==> src/rtl/fractional_delay_fir_core_assert.svh <==
// ----------------------------------------------------------------------------
// Fractional-delay FIR assertion macros
// Shared concurrent assertion forms, checked on the rising clock edge with
// the synchronous reset masking the check.
// ----------------------------------------------------------------------------
`ifndef FRACTIONAL_DELAY_FIR_CORE_ASSERT_SVH
`define FRACTIONAL_DELAY_FIR_CORE_ASSERT_SVH

// Same-cycle implication
`define FDF_ASSERT_NOW(label, clk, rst, ante, cons, msg) \
  label: assert property (@(posedge clk) disable iff (rst) (ante) |-> (cons)) \
    else $error(msg);

// Next-cycle implication
`define FDF_ASSERT_NEXT(label, clk, rst, ante, cons, msg) \
  label: assert property (@(posedge clk) disable iff (rst) (ante) |=> (cons)) \
    else $error(msg);

`endif

==> src/rtl/fdf_pkg.sv <==
`timescale 1ns / 1ps
// ----------------------------------------------------------------------------
// fdf_pkg
// Types and constants shared by the fractional-delay FIR modules.
// ----------------------------------------------------------------------------
package fdf_pkg;

  // Sizes
  localparam int SAMPLE_BITS = 16;
  localparam int COEF_BITS   = 16;
  localparam int FRAC_BITS   = 15;
  localparam int TAPS        = 4;
  localparam int TAP_BITS    = 2;
  localparam int PTR_BITS    = 10;
  localparam int RING_DEPTH  = 1 << PTR_BITS;
  localparam int ROW_BITS    = PTR_BITS - TAP_BITS;
  localparam int PROD_BITS   = SAMPLE_BITS + COEF_BITS;
  localparam int ACC_BITS    = PROD_BITS + TAP_BITS;
  localparam int Y_BITS      = ACC_BITS - FRAC_BITS;
  localparam int CFG_IDX_BITS = 3;

  // Register indexes
  localparam logic [CFG_IDX_BITS-1:0] REG_DELAY      = 3'd0;
  localparam logic [CFG_IDX_BITS-1:0] REG_COEF_ZERO  = 3'd1;
  localparam logic [CFG_IDX_BITS-1:0] REG_COEF_ONE   = 3'd2;
  localparam logic [CFG_IDX_BITS-1:0] REG_COEF_TWO   = 3'd3;
  localparam logic [CFG_IDX_BITS-1:0] REG_COEF_THREE = 3'd4;

  // Types
  typedef logic signed [SAMPLE_BITS-1:0] sample_t;
  typedef logic signed [COEF_BITS-1:0]   coef_t;
  typedef logic signed [PROD_BITS-1:0]   prod_t;
  typedef logic [PTR_BITS-1:0]           ptr_t;
  typedef logic [ROW_BITS-1:0]           row_t;
  typedef logic [TAP_BITS-1:0]           tap_idx_t;

  // Stage advance enables, handed from the pipeline control to the datapath
  typedef struct packed {
    logic adv1;
    logic adv2;
    logic adv3;
  } adv_t;

  localparam coef_t   COEF_ZERO_RESET = 16'sh7FFF;
  localparam sample_t SAMPLE_MAX      = 16'sh7FFF;
  localparam sample_t SAMPLE_MIN      = 16'sh8000;

endpackage

==> src/rtl/fdf_mac.sv <==
`timescale 1ns / 1ps
// ----------------------------------------------------------------------------
// fdf_mac
// Tap products, then sum, round half up and saturate to the sample width.
// ----------------------------------------------------------------------------
module fdf_mac (
  input  logic             clk,
  input  fdf_pkg::adv_t    adv,
  input  fdf_pkg::sample_t taps [fdf_pkg::TAPS],
  input  fdf_pkg::coef_t   coefs [fdf_pkg::TAPS],
  output fdf_pkg::sample_t sample_out,
  output logic             saturated
);

  fdf_pkg::prod_t prod [fdf_pkg::TAPS];
  logic signed [fdf_pkg::ACC_BITS-1:0] acc;
  logic signed [fdf_pkg::ACC_BITS-1:0] acc_rnd;
  logic signed [fdf_pkg::Y_BITS-1:0]   y;
  logic             sat_hi;
  logic             sat_lo;
  fdf_pkg::sample_t sample_next;

  // Stage 2: one multiplier per tap
  always_ff @(posedge clk) begin
    if (adv.adv2) begin
      for (int k = 0; k < fdf_pkg::TAPS; k++) begin
        prod[k] <= taps[k] * coefs[k];
      end
    end
  end

  // Sum, round half up, drop the fraction bits
  always_comb begin
    acc = '0;
    for (int k = 0; k < fdf_pkg::TAPS; k++) begin
      acc = acc + fdf_pkg::ACC_BITS'(prod[k]);
    end
    acc_rnd = acc + (fdf_pkg::ACC_BITS'(1) <<< (fdf_pkg::FRAC_BITS - 1));
    y       = acc_rnd[fdf_pkg::ACC_BITS-1:fdf_pkg::FRAC_BITS];
  end

  // Clip when the upper bits are not all copies of the sign
  assign sat_hi = !y[fdf_pkg::Y_BITS-1] &&
                  (|y[fdf_pkg::Y_BITS-2:fdf_pkg::SAMPLE_BITS-1]);
  assign sat_lo = y[fdf_pkg::Y_BITS-1] &&
                  !(&y[fdf_pkg::Y_BITS-2:fdf_pkg::SAMPLE_BITS-1]);

  always_comb begin
    priority if (sat_hi) begin
      sample_next = fdf_pkg::SAMPLE_MAX;
    end else if (sat_lo) begin
      sample_next = fdf_pkg::SAMPLE_MIN;
    end else begin
      sample_next = y[fdf_pkg::SAMPLE_BITS-1:0];
    end
  end

  // Stage 3: result register
  always_ff @(posedge clk) begin
    if (adv.adv3) begin
      sample_out <= sample_next;
      saturated  <= sat_hi || sat_lo;
    end
  end

endmodule

==> config.mk <==
export PLATFORM = sky130hd
export DESIGN_NAME = fdf_mac
export DESIGN_NICKNAME = d
export VERILOG_FILES = /design/src/rtl/fractional_delay_fir_core_assert.svh /design/src/rtl/fdf_pkg.sv /design/src/rtl/fdf_mac.sv
export SDC_FILE = /design/constraint.sdc
export NUM_CORES = 2
export LEC_CHECK = 0
export BUFFER_PORTS_ARGS = -buffer_cell sky130_fd_sc_hd__buf_2
export CORE_MARGIN = 4
export CORE_UTILIZATION = 40
export DETAILED_ROUTE_END_ITERATION = 8
export PLACE_DENSITY = 0.61
export SYNTH_ARGS = -nofsm -noshare
export SYNTH_HDL_FRONTEND = slang
export SYNTH_SLANG_ARGS = --single-unit
==> constraint.sdc <==
create_clock -name clk -period 6.27 [get_ports clk]
set_input_delay 0.3135 -clock clk [delete_from_list [all_inputs] [get_ports clk]]
set_output_delay 0.3135 -clock clk [all_outputs]
set_load 0.02 [all_outputs]
==> impl_metrics.tcl <==
set metrics [dict create \
    synth_mux_area_frac 0.000428 \
    port_buffers 147 \
    start_util 0.403 \
    drc 0 \
    grt_max_degree 70 \
    layout_commonest_cell "inv_1" \
    hpwl_um 97400 \
    hold_class "input pin to register" \
    outcome "finished clean" \
    antenna_left 0 \
    cts.path.max_buffers 2 \
    grt_pass1_wl_um 185000 \
    synth-compound-area-share 0.0557 \
    drive_gt1_frac 0.106 \
    die-area_um2 123000 \
    grt_pass1_vias 35900 \
    synthAdderAreaFrac 0.580 \
    synth.net_count 6417 \
    final_cell_mix "1172 x inv_1, 1111 x fa_1, 523 x nand2_1" \
    globalRouteOverflowTotal 0 \
    crit_path_end_kind "register" \
    synth.distinct_cells 73 \
    vias_per_cell 4.88 \
    cts_made_buffers 17 \
    finalSetupViolations 0 \
    syn_avg_cell_area_um2 9.78 \
    synth-edff-count 145 \
    ys_async_sr_fraction 0 \
    first_pass_iters 7 \
    grt_use_total 0.189 \
    critPathKind "input pin to register" \
    wirelength_um 110000 \
    synth_xor_area_frac 0.0303 \
    clock_skew_ns 0.0158 \
    timing.slew.headroom 0.420 \
    crit_fanout 8 \
    worst_slew_pin_slew_ns 0.870 \
    yosys.area_share.simple 0.135 \
    fp.dieH_um 350 \
    htreeDepth 4 \
    synth_flop_cell "edfxtp_1" \
    critPathLaunchType "input pin" \
    synth.cell_area_um2 46800 \
    ios 149 \
    antenna_found_initial 11 \
    cts.sinks 145 \
    max_cap_violations 0 \
    vias 32600 \
    drt_first_iter_violations 1528 \
    syn_to_final_growth_pct 11.4 \
    synth-seq-area-share 0.0930 \
    fin_tns_setup_ns 0 \
    place.gp.congestion 0.893 \
    clkTransAtPathRegs_ns 0.07 \
    cts_hold_buf 0 \
    core_um2 116000 \
    arrival_ns 6.10 \
    nFillCells 11100 \
    layout.nets 6768 \
    rsz0062_at_grt "no" \
    max_freq_mhz 169 \
    ys_seq_elements 145 \
    post_cts_buffers 0 \
    fin_crit_sh 0.945 \
    yosys_warnings 0 \
    synth_top_family_by_area "adder cells" \
    required_ns 6.44 \
    finalHoldViolations 0 \
    cts_tree "done" \
    root_buffer "clkbuf_16" \
    wl_per_cell_um 16.4 \
    period_needed_ns 5.93 \
    synth_cells 4784 \
    die_w_um 350 \
    hold_slack_ns 0.313 \
    final_max_slew_viol_count 0 \
    insertion_delay_ns 0.44 \
    rows 125 \
]
logic make-up after synthesis:
kind of cell,Yosys count
buf+inv,1313
xor+xnor,161
mux,2
fa+ha+maj,1501
simple gates,1272
flops,145
compound gates,390
worst paths after layout:
kind | startpoint | to | slack (ns) | cells past startpoint
worst max register to register | prod[3][13]$_DFFE_PP_ | sample_out[6]$_SDFFCE_PP1P_ | 1.10 | 13
worst min-delay path | adv[0] | sample_out[12]$_SDFFCE_PP1P_ | 0.31 | 1
worst max-delay path | coefs[49] | prod[0][31]$_DFFE_PP_ | 0.34 | 21
worst min register to register | prod[2][31]$_DFFE_PP_ | sample_out[15]$_SDFFCE_PP0P_ | 1.22 | 5
synthesized netlist by cell type (43+ instances only):
cell | number | area [um2]
a21o_1 | 43 | 323
a21oi_1 | 115 | 576
and2_1 | 505 | 3160
clkbuf_1 | 137 | 514
edfxtp_1 | 145 | 4350
fa_1 | 1112 | 22300
ha_1 | 389 | 4870
inv_1 | 1172 | 4400
nand2_1 | 523 | 1960
nor2_1 | 118 | 443
o21ai_0 | 72 | 360
xnor2_1 | 126 | 1100
critical path, cell delays in order:
cell      delay [ns]
buf_2           0.19
nand2_1         0.12
inv_1           0.07
fa_1            0.76
fa_1            0.53
fa_1            0.52
fa_1            0.51
fa_1            0.49
inv_1           0.05
fa_1            0.47
inv_1           0.04
ha_1            0.28
a21o_1          0.18
a21o_1          0.20
a21oi_1         0.20
o21ai_0         0.15
a22o_1          0.22
a311oi_1        0.38
o41ai_1         0.14
a21oi_1         0.19
xnor2_1         0.08
cell type report:
cell class                 instances  area, um2  share of cell area
antenna                            4       10.0            0.000192
tap                             1524       1910              0.0366
timing repair buffer             473       3370              0.0647
clock inverter                    14        151             0.00290
clock buffer                      18        429             0.00823
multi-input combinational       3326      37500               0.719
inverter                        1172       4400              0.0844
sequential                       145       4350              0.0835
sequential cells by signal, indices dropped and copies added, names as in the netlist:
signal and flops:
prod 128, sample_out 16, saturated 1
stage by stage:
stage	utilization	worst slack, ns	cells	cell area, um2
2_1_floorplan	-	0.00203	4784	46800
3_3_place_gp	0.444	-0.0850	6640	51500
3_5_place_dp	0.444	-0.103	6640	51500
4_1_cts	0.449	0.348	6672	52100
5_1_grt	0.449	0.0405	6676	52100
6_report	0.449	0.342	6676	52100
repair_timing:
action / in CTS / in global routing
setup endpoints to repair: 0 / 1
hold endpoints to repair: 0 / 0
gates resized for setup: 0 / 1
routing by layer:
layer | vias to the layer above | share of wire | track usage
met4 | 4 | 0.032 | 0.0547
met5 | - | 0.00021 | 0
met1 | 16800 | 0.42 | 0.244
li1 | 15000 | - | -
met3 | 187 | 0.036 | 0.0227
met2 | 565 | 0.51 | 0.333
Power is left out: the tool's default activity adds up to more than one toggle a clock period on the data nets, which glitch-free logic cannot reach.
